===== src/rtl/mlfw_pkg.sv =====
// ----------------------------------------------------------------------------
// mlfw_pkg
// Shared types and constants for the hardware mutex with a FIFO wait queue:
// field widths, request kinds, outcome and target-state codes.
// ----------------------------------------------------------------------------
package mlfw_pkg;

   // Port field widths
   localparam int KIND_WIDTH    = 1;
   localparam int PID_WIDTH     = 8;
   localparam int OUTCOME_WIDTH = 3;
   localparam int TSTATE_WIDTH  = 2;
   localparam int COUNT_WIDTH   = 5;

   // Parameter defaults
   localparam int QUEUE_DEPTH_DEF = 16;
   localparam int PID_BITS_DEF    = 8;

   // Request kinds
   localparam logic [KIND_WIDTH-1:0] KIND_LOCK   = 1'b0;
   localparam logic [KIND_WIDTH-1:0] KIND_UNLOCK = 1'b1;

   typedef enum logic [OUTCOME_WIDTH-1:0] {
      OUT_ACQUIRED     = 3'd0,
      OUT_QUEUED       = 3'd1,
      OUT_RELOCK_ERROR = 3'd2,
      OUT_ALREADY_OPEN = 3'd3,
      OUT_HANDED_OFF   = 3'd4,
      OUT_RELEASED     = 3'd5,
      OUT_NOT_OWNER    = 3'd6,
      OUT_QUEUE_FULL   = 3'd7
   } outcome_type;

   typedef enum logic [TSTATE_WIDTH-1:0] {
      TS_UNCHANGED = 2'd0,
      TS_SLEEPING  = 2'd1,
      TS_READY     = 2'd2,
      TS_ZOMBIE    = 2'd3
   } tstate_type;

   // Queue operation requested by the decision logic
   typedef struct packed {
      logic push;
      logic pop;
   } q_ctl_type;

endpackage


===== src/rtl/mutex_lock_with_fifo_waiters.sv =====
// ----------------------------------------------------------------------------
// mutex_lock_with_fifo_waiters
// Hardware mutex with a FIFO of waiting process ids.
// ----------------------------------------------------------------------------
// A request (req_kind, req_pid) is taken on any clock edge where start is
// high; busy is always low, so one request per cycle is sustained. Each
// request gives exactly one response: the request is registered, decided
// against the lock and queue state in one pass of logic, and the response
// registered. rsp_strobe is high for exactly one cycle per response and
// the receiver cannot stall it, so it must take every response in the
// cycle it appears. Lock state, owner and waiting count on the response
// reflect the state after that request. Only the low PID_BITS bits of the
// process id take part.
// ----------------------------------------------------------------------------
module mutex_lock_with_fifo_waiters #(
   parameter int QUEUE_DEPTH = mlfw_pkg::QUEUE_DEPTH_DEF,
   parameter int PID_BITS    = mlfw_pkg::PID_BITS_DEF
) (
   input  logic                                clock,
   input  logic                                reset,
   input  logic                                start,
   output logic                                busy,
   input  logic [mlfw_pkg::KIND_WIDTH-1:0]     req_kind,
   input  logic [mlfw_pkg::PID_WIDTH-1:0]      req_pid,
   output logic                                rsp_strobe,
   output logic [mlfw_pkg::OUTCOME_WIDTH-1:0]  rsp_outcome,
   output logic [mlfw_pkg::PID_WIDTH-1:0]      rsp_target_pid,
   output logic [mlfw_pkg::TSTATE_WIDTH-1:0]   rsp_target_state,
   output logic                                rsp_lock_open,
   output logic [mlfw_pkg::PID_WIDTH-1:0]      rsp_owner_pid,
   output logic [mlfw_pkg::COUNT_WIDTH-1:0]    rsp_waiting_count
);
   import mlfw_pkg::*;

   localparam int PID_W    = (PID_BITS < PID_WIDTH) ? PID_BITS : PID_WIDTH;
   localparam int CNT_BITS = $clog2(QUEUE_DEPTH + 1);

   // Request register
   logic                  req_valid_ff;
   logic [KIND_WIDTH-1:0] req_kind_ff;
   logic [PID_W-1:0]      req_pid_ff;

   // Lock state
   logic             open_ff, open_in;
   logic [PID_W-1:0] holder_ff, holder_in;

   // Queue and decision wiring
   q_ctl_type           q_ctl;
   logic [PID_W-1:0]    head_pid;
   logic [CNT_BITS-1:0] count;
   logic [CNT_BITS-1:0] count_next;
   outcome_type         outcome;
   tstate_type          target_state;
   logic [PID_W-1:0]    target_pid;

   // Response register
   logic                    rsp_strobe_ff;
   logic [OUTCOME_WIDTH-1:0] rsp_outcome_ff;
   logic [PID_WIDTH-1:0]    rsp_target_pid_ff;
   logic [TSTATE_WIDTH-1:0] rsp_target_state_ff;
   logic                    rsp_lock_open_ff;
   logic [PID_WIDTH-1:0]    rsp_owner_pid_ff;
   logic [COUNT_WIDTH-1:0]  rsp_waiting_count_ff;

   assign busy = 1'b0;

   // Capture request on transfer
   always_ff @(posedge clock) begin
      if (reset) begin
         req_valid_ff <= 1'b0;
      end else begin
         req_valid_ff <= start && !busy;
      end
   end

   always_ff @(posedge clock) begin
      req_kind_ff <= req_kind;
      req_pid_ff  <= req_pid[PID_W-1:0];
   end

   mlfw_decide #(
      .QUEUE_DEPTH (QUEUE_DEPTH),
      .PID_W       (PID_W),
      .CNT_BITS    (CNT_BITS)
   ) u_decide (
      .valid        (req_valid_ff),
      .kind         (req_kind_ff),
      .pid          (req_pid_ff),
      .open         (open_ff),
      .holder       (holder_ff),
      .count        (count),
      .head_pid     (head_pid),
      .outcome      (outcome),
      .target_pid   (target_pid),
      .target_state (target_state),
      .open_next    (open_in),
      .holder_next  (holder_in),
      .q_ctl        (q_ctl)
   );

   mlfw_queue #(
      .QUEUE_DEPTH (QUEUE_DEPTH),
      .PID_W       (PID_W),
      .CNT_BITS    (CNT_BITS)
   ) u_queue (
      .clock      (clock),
      .reset      (reset),
      .q_ctl      (q_ctl),
      .wr_pid     (req_pid_ff),
      .head_pid   (head_pid),
      .count      (count),
      .count_next (count_next)
   );

   // Update lock state
   always_ff @(posedge clock) begin
      if (reset) begin
         open_ff   <= 1'b1;
         holder_ff <= '0;
      end else begin
         open_ff   <= open_in;
         holder_ff <= holder_in;
      end
   end

   // Register response
   always_ff @(posedge clock) begin
      if (reset) begin
         rsp_strobe_ff <= 1'b0;
      end else begin
         rsp_strobe_ff <= req_valid_ff;
      end
   end

   always_ff @(posedge clock) begin
      rsp_outcome_ff       <= outcome;
      rsp_target_pid_ff    <= PID_WIDTH'(target_pid);
      rsp_target_state_ff  <= target_state;
      rsp_lock_open_ff     <= open_in;
      rsp_owner_pid_ff     <= PID_WIDTH'(holder_in);
      rsp_waiting_count_ff <= COUNT_WIDTH'(count_next);
   end

   assign rsp_strobe        = rsp_strobe_ff;
   assign rsp_outcome       = rsp_outcome_ff;
   assign rsp_target_pid    = rsp_target_pid_ff;
   assign rsp_target_state  = rsp_target_state_ff;
   assign rsp_lock_open     = rsp_lock_open_ff;
   assign rsp_owner_pid     = rsp_owner_pid_ff;
   assign rsp_waiting_count = rsp_waiting_count_ff;

   // Checks
   a_one_rsp_per_req: assert property (@(posedge clock) disable iff (reset)
      start && !busy |-> ##2 rsp_strobe)
      else $error("transfer without a response two cycles later");

   a_queued_closed: assert property (@(posedge clock) disable iff (reset)
      rsp_strobe && (rsp_outcome == OUT_QUEUED || rsp_outcome == OUT_QUEUE_FULL)
      |-> !rsp_lock_open)
      else $error("request queued or rejected while lock is open");

   a_handoff_owner: assert property (@(posedge clock) disable iff (reset)
      rsp_strobe && rsp_outcome == OUT_HANDED_OFF
      |-> (rsp_owner_pid == rsp_target_pid) && !rsp_lock_open)
      else $error("handoff did not make the waiter the owner");

endmodule


===== src/rtl/mlfw_queue.sv =====
// ----------------------------------------------------------------------------
// mlfw_queue
// Circular FIFO of waiting process ids. Keeps head, tail and count, and
// prefetches the head entry into a register so it is ready for a handoff.
// ----------------------------------------------------------------------------
module mlfw_queue #(
   parameter int QUEUE_DEPTH = mlfw_pkg::QUEUE_DEPTH_DEF,
   parameter int PID_W       = mlfw_pkg::PID_BITS_DEF,
   parameter int CNT_BITS    = $clog2(QUEUE_DEPTH + 1)
) (
   input  logic                 clock,
   input  logic                 reset,
   input  mlfw_pkg::q_ctl_type  q_ctl,
   input  logic [PID_W-1:0]     wr_pid,
   output logic [PID_W-1:0]     head_pid,
   output logic [CNT_BITS-1:0]  count,
   output logic [CNT_BITS-1:0]  count_next
);
   import mlfw_pkg::*;

   localparam int PTR_BITS = (QUEUE_DEPTH > 1) ? $clog2(QUEUE_DEPTH) : 1;
   localparam logic [PTR_BITS-1:0] LAST_SLOT = PTR_BITS'(QUEUE_DEPTH - 1);

   logic [PID_W-1:0]    store_mem [QUEUE_DEPTH];
   logic [PTR_BITS-1:0] head_ff, head_in;
   logic [PTR_BITS-1:0] tail_ff, tail_in;
   logic [CNT_BITS-1:0] count_ff, count_in;
   logic [PID_W-1:0]    head_data_ff;

   // Advance pointers with wrap, track occupancy
   always_comb begin
      head_in  = head_ff;
      tail_in  = tail_ff;
      count_in = count_ff;
      if (q_ctl.pop) begin
         head_in = (head_ff == LAST_SLOT) ? '0 : head_ff + 1'b1;
      end
      if (q_ctl.push) begin
         tail_in = (tail_ff == LAST_SLOT) ? '0 : tail_ff + 1'b1;
      end
      case ({q_ctl.push, q_ctl.pop})
         2'b10:   count_in = count_ff + 1'b1;
         2'b01:   count_in = count_ff - 1'b1;
         default: count_in = count_ff;
      endcase
   end

   always_ff @(posedge clock) begin
      if (reset) begin
         head_ff  <= '0;
         tail_ff  <= '0;
         count_ff <= '0;
      end else begin
         head_ff  <= head_in;
         tail_ff  <= tail_in;
         count_ff <= count_in;
      end
   end

   // Write at tail; prefetch the next head entry, forwarding a same-slot write
   always_ff @(posedge clock) begin
      if (q_ctl.push) begin
         store_mem[tail_ff] <= wr_pid;
      end
      if (q_ctl.push && (tail_ff == head_in)) begin
         head_data_ff <= wr_pid;
      end else begin
         head_data_ff <= store_mem[head_in];
      end
   end

   assign head_pid   = head_data_ff;
   assign count      = count_ff;
   assign count_next = count_in;

   // Checks
   a_no_overflow: assert property (@(posedge clock) disable iff (reset)
      q_ctl.push && !q_ctl.pop |-> count_ff != CNT_BITS'(QUEUE_DEPTH))
      else $error("push into a full wait queue");

   a_no_underflow: assert property (@(posedge clock) disable iff (reset)
      q_ctl.pop |-> count_ff != '0)
      else $error("pop from an empty wait queue");

   a_empty_ptrs: assert property (@(posedge clock) disable iff (reset)
      count_ff == '0 |-> head_ff == tail_ff)
      else $error("empty wait queue with unequal head and tail");

endmodule


===== src/rtl/mlfw_decide.sv =====
// ----------------------------------------------------------------------------
// mlfw_decide
// Request decision logic: from the registered request and the current lock
// and queue state, pick the outcome, the target process and its new state,
// the next lock state and the queue operation.
// ----------------------------------------------------------------------------
module mlfw_decide #(
   parameter int QUEUE_DEPTH = mlfw_pkg::QUEUE_DEPTH_DEF,
   parameter int PID_W       = mlfw_pkg::PID_BITS_DEF,
   parameter int CNT_BITS    = $clog2(QUEUE_DEPTH + 1)
) (
   input  logic                        valid,
   input  logic [mlfw_pkg::KIND_WIDTH-1:0] kind,
   input  logic [PID_W-1:0]            pid,
   input  logic                        open,
   input  logic [PID_W-1:0]            holder,
   input  logic [CNT_BITS-1:0]         count,
   input  logic [PID_W-1:0]            head_pid,
   output mlfw_pkg::outcome_type       outcome,
   output logic [PID_W-1:0]            target_pid,
   output mlfw_pkg::tstate_type        target_state,
   output logic                        open_next,
   output logic [PID_W-1:0]            holder_next,
   output mlfw_pkg::q_ctl_type         q_ctl
);
   import mlfw_pkg::*;

   logic full;
   logic empty;

   assign full  = (count == CNT_BITS'(QUEUE_DEPTH));
   assign empty = (count == '0);

   // Lock and unlock rules
   always_comb begin
      outcome      = OUT_ACQUIRED;
      target_pid   = pid;
      target_state = TS_UNCHANGED;
      open_next    = open;
      holder_next  = holder;
      q_ctl        = '0;
      if (valid) begin
         if (kind == KIND_LOCK) begin
            if (open) begin
               open_next   = 1'b0;
               holder_next = pid;
               outcome     = OUT_ACQUIRED;
            end else if (holder != pid) begin
               if (full) begin
                  outcome = OUT_QUEUE_FULL;
               end else begin
                  q_ctl.push   = 1'b1;
                  outcome      = OUT_QUEUED;
                  target_state = TS_SLEEPING;
               end
            end else begin
               open_next    = 1'b1;
               outcome      = OUT_RELOCK_ERROR;
               target_state = TS_ZOMBIE;
            end
         end else begin
            if (open) begin
               outcome = OUT_ALREADY_OPEN;
            end else if (!empty) begin
               q_ctl.pop    = 1'b1;
               target_pid   = head_pid;
               holder_next  = head_pid;
               outcome      = OUT_HANDED_OFF;
               target_state = TS_READY;
            end else if (holder == pid) begin
               open_next = 1'b1;
               outcome   = OUT_RELEASED;
            end else begin
               outcome      = OUT_NOT_OWNER;
               target_state = TS_ZOMBIE;
            end
         end
      end
   end

endmodule


===== config.mk =====
export PLATFORM = sky130hd
export DESIGN_NAME = mutex_lock_with_fifo_waiters
export DESIGN_NICKNAME = d
export VERILOG_FILES = /design/src/rtl/mlfw_pkg.sv /design/src/rtl/mutex_lock_with_fifo_waiters.sv /design/src/rtl/mlfw_queue.sv /design/src/rtl/mlfw_decide.sv
export SDC_FILE = /design/constraint.sdc
export NUM_CORES = 1
export LEC_CHECK = 0
export BUFFER_PORTS_ARGS = -buffer_cell sky130_fd_sc_hd__buf_2
export CELL_PAD_IN_SITES_DETAIL_PLACEMENT = 2
export CELL_PAD_IN_SITES_GLOBAL_PLACEMENT = 2
export CORE_MARGIN = 1.5
export CORE_UTILIZATION = 35
export DETAILED_ROUTE_END_ITERATION = 8
export GPL_ROUTABILITY_DRIVEN = 0
export GPL_TIMING_DRIVEN = 1
export PLACE_DENSITY = 0.7
export SYNTH_ARGS = -nofsm -noshare
export SYNTH_HDL_FRONTEND = slang
export SYNTH_SLANG_ARGS = --single-unit

===== constraint.sdc =====
create_clock -name clock -period 3.4 [get_ports clock]
set_input_delay 0.51 -clock clock [delete_from_list [all_inputs] [get_ports clock]]
set_output_delay 0.51 -clock clock [all_outputs]
set_load 0.05 [all_outputs]

After elaboration in Yosys (flattened, before gate mapping)
Memory sizes are Yosys's and may differ from the RTL's. A register that Yosys moved wholly into a read port is not among the register bits.
Cells that the tools add are included.
{"block": "classes", "n_eq_ne": 7, "n_reduce_logical": 1, "n_addsub": 4, "mux": 44}
{"op": "two-way mux 8 bit", "n": 9}
{"op": "two-way mux 3 bit", "n": 6}
{"op": "two-way mux 1 bit", "n": 17}
{"op": "two-way mux 2 bit", "n": 8}
{"op": "two-way mux 4 bit", "n": 3}
{"op": "case mux 5 bit (2 select lines)", "n": 1}
{"op": "adder 4 x 1 -> 4 bit, second input constant", "n": 2}
{"op": "equality test 4 bit, second input constant", "n": 2}
{"op": "equality test 8 bit", "n": 1}
{"op": "!= test 8 bit", "n": 1}
{"op": "adder 5 x 1 -> 5 bit, second input constant", "n": 1}
{"op": "equality test 5 bit, second input constant", "n": 1}
{"op": "zero test 5 bit", "n": 1}
{"op": "subtractor 5 x 1 -> 5 bit, second input constant", "n": 1}
{"op": "equality test 2 x 1 -> 1 bit, second input constant", "n": 1}
{"op": "equality test 2 bit, second input constant", "n": 1}
{"block": "totals", "reg_bits": 60, "n_memories": 1, "wordCells": 72, "input_bits": 12, "out_inout_bits": 29, "ramBits": 128}
{"memory": "u_queue.store_mem", "depth": 16, "width": 8, "read_ports": 1, "rd_ports_with_merged_regs": 1, "wr": 1, "line": "mlfw_queue.sv:24", "text": "logic [PID_W-1:0] store_mem [QUEUE_DEPTH];"}

Depth between registers and ports, before layout
{"block": "logic_depth", "ltp_word": 8, "depth_mapped": 15, "ltp_nobuf": 12}

Modules after synthesis
Synthesis repeated with hierarchy kept, for this count alone.
{"block": "unflattened", "cells_unflattened": 444, "area_unflattened_um2": 7454.6}
{"mod": "mlfw_queue", "area_per_inst_um2": 5880.6, "cells_each": 314, "instances": 1}
{"mod": "mutex_lock_with_fifo_waiters", "area_per_inst_um2": 1032.2, "cells_each": 61, "instances": 1}
{"mod": "mlfw_decide", "area_per_inst_um2": 541.8, "cells_each": 69, "instances": 1}

Worst setup path after synthesis
Ideal clock, no wire load.
{"block": "synth_timing", "path_type": "register to register", "start": "register req_pid_ff[2]", "end": "register u_queue.count_ff[4] (netlist: u_queue.count[4])", "setup_time_ns": 0.121, "n_path_buf": 2, "setup_slack_ns": 0.032, "path_stages_with_launch": 15, "t_arrival_ns": 3.248, "required_time_ns": 3.279, "cell_sequence": "dfxtp_1 -> xor2_1 -> nor4_1 -> a2111oi_2 -> clkbuf_1 -> inv_1 -> ha_1 -> clkbuf_1 -> xor2_1 -> ha_1 -> a21o_1 -> a22oi_1 -> o21ai_0 -> nand2b_1 -> mux2_2"}
{"block": "synth_via", "elab_chain_len": 7}
{"item": "from (decl)", "line": "mutex_lock_with_fifo_waiters.sv:41", "text": "logic [PID_W-1:0] req_pid_ff;"}
{"item": "from (signal assigned)", "line": "mutex_lock_with_fifo_waiters.sv:78", "text": "req_pid_ff <= req_pid[PID_W-1:0];"}
{"item": "!= test 8 bit (*)", "line": "mlfw_decide.sv:48", "text": "end else if (holder != pid) begin"}
{"item": "two-way mux 1 bit (*)", "line": "mlfw_decide.sv:48"}
{"item": "two-way mux 1 bit (*)", "line": "mlfw_decide.sv:44", "text": "if (open) begin"}
{"item": "two-way mux 1 bit (*)", "line": "mlfw_decide.sv:43", "text": "if (kind == KIND_LOCK) begin"}
{"item": "two-way mux 2 bit (*)", "line": "mlfw_decide.sv:42", "text": "if (valid) begin"}
{"item": "equality test 2 x 1 -> 1 bit / equality test 2 bit (equally long branches)", "line": "mlfw_queue.sv:41", "text": "case ({q_ctl.push, q_ctl.pop})"}
{"item": "case mux 5 bit (2 select lines) (*)", "line": "mlfw_queue.sv:41"}
{"item": "to (signal assigned)", "line": "mlfw_queue.sv:56", "text": "count_ff <= count_in;"}
{"item": "to (decl)", "line": "mlfw_queue.sv:27", "text": "logic [CNT_BITS-1:0] count_ff, count_in;"}
Every way passes the cells marked *; elsewhere a longest branch is shown, timed or not.
A chain may end at the register's enable or synchronous reset.

Worst setup path after layout
{"block": "layout_timing", "start": "register holder_ff[4]", "end": "register u_queue.count_ff[4] (netlist: u_queue.count[4])"}
{"block": "layout_via", "elab_chain_len": 7}
{"item": "from (decl)", "line": "mutex_lock_with_fifo_waiters.sv:45", "text": "logic [PID_W-1:0] holder_ff, holder_in;"}
{"item": "from (signal assigned)", "line": "mutex_lock_with_fifo_waiters.sv:122", "text": "holder_ff <= holder_in;"}
{"item": "!= test 8 bit (*)", "line": "mlfw_decide.sv:48"}
{"item": "two-way mux 1 bit (*)", "line": "mlfw_decide.sv:48"}
{"item": "two-way mux 1 bit (*)", "line": "mlfw_decide.sv:44"}
{"item": "two-way mux 1 bit (*)", "line": "mlfw_decide.sv:43"}
{"item": "two-way mux 2 bit (*)", "line": "mlfw_decide.sv:42"}
{"item": "equality test 2 x 1 -> 1 bit / equality test 2 bit (equally long branches)", "line": "mlfw_queue.sv:41"}
{"item": "case mux 5 bit (2 select lines) (*)", "line": "mlfw_queue.sv:41"}
Marked as above.

==> metrics.log <==
[metrics] run status: completed
[metrics] number of H-tree branching levels: 4
[metrics] leakage power: 3.21 nW
[metrics] Syn Area/Cell: 15.0 um2
[metrics] count of maximum capacitance violations: 0
[metrics] instance count of the mapped netlist: 512
[metrics] effective utilization at floorplan: 0.355
[metrics] WL final: 20800 um
[metrics] number of storage elements in the synthesis netlist: 192
[metrics] vias after detailed routing: 4632
[metrics] largest voltage drop on the vdd net: 333 uV
[metrics] Sink Count: 192
[metrics] sequential area share after synthesis: 0.666
[metrics] number of rows created at floorplan: 54
[metrics] number of antenna violations at the first check in global routing: 0
[metrics] clock-pin slew on the worst setup and hold paths: 70 ps
[metrics] data required time of the worst path: 3720 ps
[metrics] Post-DRT Antenna Nets: 0
[metrics] final hold slack: 167 ps
[metrics] proportion of register bits with asynchronous set or reset after synthesis: 0
[metrics] CTS tree: yes
[metrics] Peak Freq: 0.315 GHz
[metrics] worst skew pair latency: 440 ps
[metrics] number of placed instances with taps included: 823
[metrics] share of synthesized cell area in and, or, nand and nor gates: 0.0682
[metrics] global-route usage over all layers: 0.195
[metrics] final design instance area without fill: 0.00889 mm2
[metrics] Setup Crit Path Kind: reg2reg
[metrics] kind of end point of the critical path: flip-flop
[metrics] final total negative setup slack: 0 ps
[metrics] Net Count, Synth: 532
[metrics] vertical extent of the die: 151 um
[metrics] Hold Fails Final Rpt: 0
[metrics] pin count of the biggest net entering global routing: 27
[metrics] number of cells on the worst hold path: 1
[metrics] RSZ-0062 raised after global routing: no
[metrics] number of warnings reported in the yosys synthesis log: 0
[metrics] portion of the clock cycle consumed by the worst path in the final layout: 0.934
[metrics] type of element launching the critical path: flip-flop
[metrics] average vias per placed instance: 5.41
[metrics] number of CTS-inserted buffers: 17
[metrics] core box area: 0.0217 mm2
[metrics] predominant post-synthesis flop cell: edfxtp_1
[metrics] cell depth of the worst flop-to-flop path: 13
[metrics] WP data arrival: 3500 ps
[metrics] combined area of the multi-input logic cells: 0.00241 mm2
[metrics] setup slack of the worst register-to-register path: 220 ps
[metrics] Bufs on Longest Clock Path: 2
[metrics] portion of netlist area occupied by mux cells: 0.120
[metrics] Root Buffer Master: clkbuf_16
[metrics] number of pins with negative max-slew slack in the final report: 0
[metrics] Post-CTS Setup Inserts: 0
[metrics] xor/xnor share of the synthesized area: 0.0171
[metrics] Boundary Pins: 41
[metrics] final total power: 4.82 mW
[metrics] combinational family with the most area after synthesis: multiplexers
[metrics] sequential cell area: 0.00513 mm2
[metrics] count of non-filler cells in the finished layout: 856
[metrics] Synth Area in Adders: 0.0130
[metrics] RR Endpoint: u_queue.count[4]
[metrics] transition at the pin with the smallest max-transition slack: 698 ps
[metrics] aggregate global routing overflow: 0
[metrics] post-detailed-placement half-perimeter wirelength: 14400 um
[metrics] DIE WIDTH: 151 um
[metrics] FILL cells: 2128
[metrics] final setup violating endpoints: 0
[metrics] worst slew slack as a fraction of its limit: 0.534
[metrics] number of global-route vias before repair: 5096
[metrics] Starting DRT DRC Count: 318
[metrics] Worst R2R Start: holder_ff[4]
[metrics] placed cell areas: 0.00828 mm2
[metrics] drt pass-1 iters: 4
[metrics] layout cell share with drive strength beyond 1: 0.237
[metrics] critical path peak fanout: 5
[metrics] first-pass GRT wire length: 31900 um
[metrics] worst min-delay path startpoint: req_kind
[metrics] compound-cell area share of the yosys netlist: 0.0927
[metrics] area overhead of the layout relative to synthesis: 15.6%
[metrics] min cycle time layout: 3180 ps
[metrics] PwrDens: 542 mW/mm2
[metrics] overall die area: 0.0229 mm2
[metrics] synthesized area: 0.00769 mm2
[metrics] sink of the worst hold path: req_kind_ff
[metrics] Netlist cell types: 49
[metrics] drt drc: 0
[metrics] # nets final: 582
[metrics] Routed WL per cell: 24.3 um
[metrics] number of enable flip-flop cells after synthesis: 128
[metrics] type of the most critical hold path: in2reg
[metrics] worst clock skew: 14.2 ps
[metrics] IO Port Bufs: 39
==> registers in the layout, indices dropped and copies added, names as in the netlist, named ones only <==
register and count:
u_queue.count 5, rsp_target_state 2, rsp_outcome 3, u_queue.tail_ff 4, u_queue.store_mem 128, rsp_strobe 1, req_kind_ff 1, u_queue.head_ff 4
rsp_owner_pid 8, holder_ff 8, req_pid_ff 8, rsp_target_pid 8, rsp_lock_open 1, req_valid_ff 1, open_ff 1, rsp_waiting_count 5
==> power breakdown <==
group          switching, mW  internal, mW  leakage [nW]  total [mW]
combinational          0.193        0.0682          1.24       0.261
sequential            0.0229          2.52          1.68        2.54
clock                   1.02          1.00         0.292        2.02
==> critical path, stage by stage (launching register included) <==
cell       delay [ps]
dfxtp_1           430
xor2_1            220
nor4_1            110
buf_4             170
a2111oi_4         390
inv_1             110
ha_1              250
xor2_1            160
ha_1              260
a21o_1            210
a22oi_1           170
o21ai_0           120
nand2b_1          130
mux2_2            340
==> how the worst max path moves through the flow <==
| stage | startpoint | slack [ps] | depth (start not counted) | end |
|---|---|---|---|---|
| after global placement | holder_ff[3] | 460 | 13 | u_queue.count[4] |
| final | holder_ff[4] | 220 | 13 | u_queue.count[4] |
| after CTS | holder_ff[3] | 120 | 13 | u_queue.count[4] |
| after global routing | u_queue.count[1] | 20 | 12 | u_queue.count[4] |
| after floorplan | req_pid_ff[2] | 30 | 14 | u_queue.count[4] |
| after detailed placement | u_queue.count[1] | 250 | 12 | u_queue.count[4] |
==> placed cells by master, fill, tap and decap left out, types with 5 or more instances in the layout <==
cell type,n
buf_2,39
mux4_2,29
nor2b_1,8
a22o_1,14
and2_1,9
o21ai_0,24
a31oi_1,7
nor2_1,34
clkbuf_16,17
and3_1,15
clkinv_8,5
mux2i_1,12
a21oi_1,15
o21a_1,8
o22ai_1,21
inv_1,7
xor2_1,12
a21o_1,6
nand2_1,18
ha_1,8
dfxtp_1,62
edfxtp_1,128
buf_4,19
==> layout make-up <==
type | instances | area share
Clock inverter | 15 | 0.0205
Sequential cell | 192 | 0.576
Clock buffer | 17 | 0.0478
Antenna cell | 1 | 0.000281
Multi-Input combinational cell | 283 | 0.271
Timing Repair Buffer | 59 | 0.0402
Tap cell | 280 | 0.0394
Inverter | 9 | 0.00380
==> synthesized netlist by cell type (3+ instances only) <==
cell type  number  area, um2
edfxtp_1      128       3840
dfxtp_1        64       1280
nor2_1         34        128
mux4_2         29        653
o21ai_0        24        120
o22ai_1        21        131
nand2_1        18       67.6
a21oi_1        15       75.1
and3_1         15       93.8
a22o_1         14        123
buf_2          13       65.1
clkbuf_1       12       45.0
mux2i_1        12        120
xor2_1         12        105
and2_1          9       56.3
ha_1            8        100
nor2b_1         8       50.1
o21a_1          8       60.1
a31oi_1         7       43.8
inv_1           7       26.3
a21o_1          6       45.0
mux2_2          4       45.0
mux4_1          4        105
nand2b_1        3       18.8
nor4_1          3       18.8
xnor2_1         3       26.3
==> routing by layer <==
| metal | GRT usage | up-vias | part of all wire |
|---|---|---|---|
| met5 | 0 | - | 0 |
| met4 | 0.0680 | 0 | 0.018 |
| met3 | 0.0398 | 18 | 0.040 |
| met2 | 0.317 | 101 | 0.50 |
| met1 | 0.260 | 2424 | 0.44 |
| li1 | - | 2089 | - |
==> timing repair <==
item	4_1_cts	5_1_grt
hold buffers	0	0
resized for setup	0	2
setup endpoints to repair	0	1
==> stage by stage <==
step | setup slack (ps) | utilization
after floorplan | 31.6 | -
after global placement | 457 | 0.382
after detailed placement | 253 | 0.382
after CTS | 121 | 0.410
after global routing | 15.1 | 0.410
final | 224 | 0.410
==> cells by family (layout without fill, tap and decap cells) <==
group / Yosys count / in the layout
XOR/XNOR: 15 / 15
multiplexers: 49 / 49
buffers and inverters: 37 / 100
other: 1 / 2
flip-flops: 192 / 192
AO/OA/AOI/OAI: 108 / 108
AND/OR/NAND/NOR: 102 / 102
adder cells (fa/ha/maj): 8 / 8
Power figures use the tool's default switching activity.
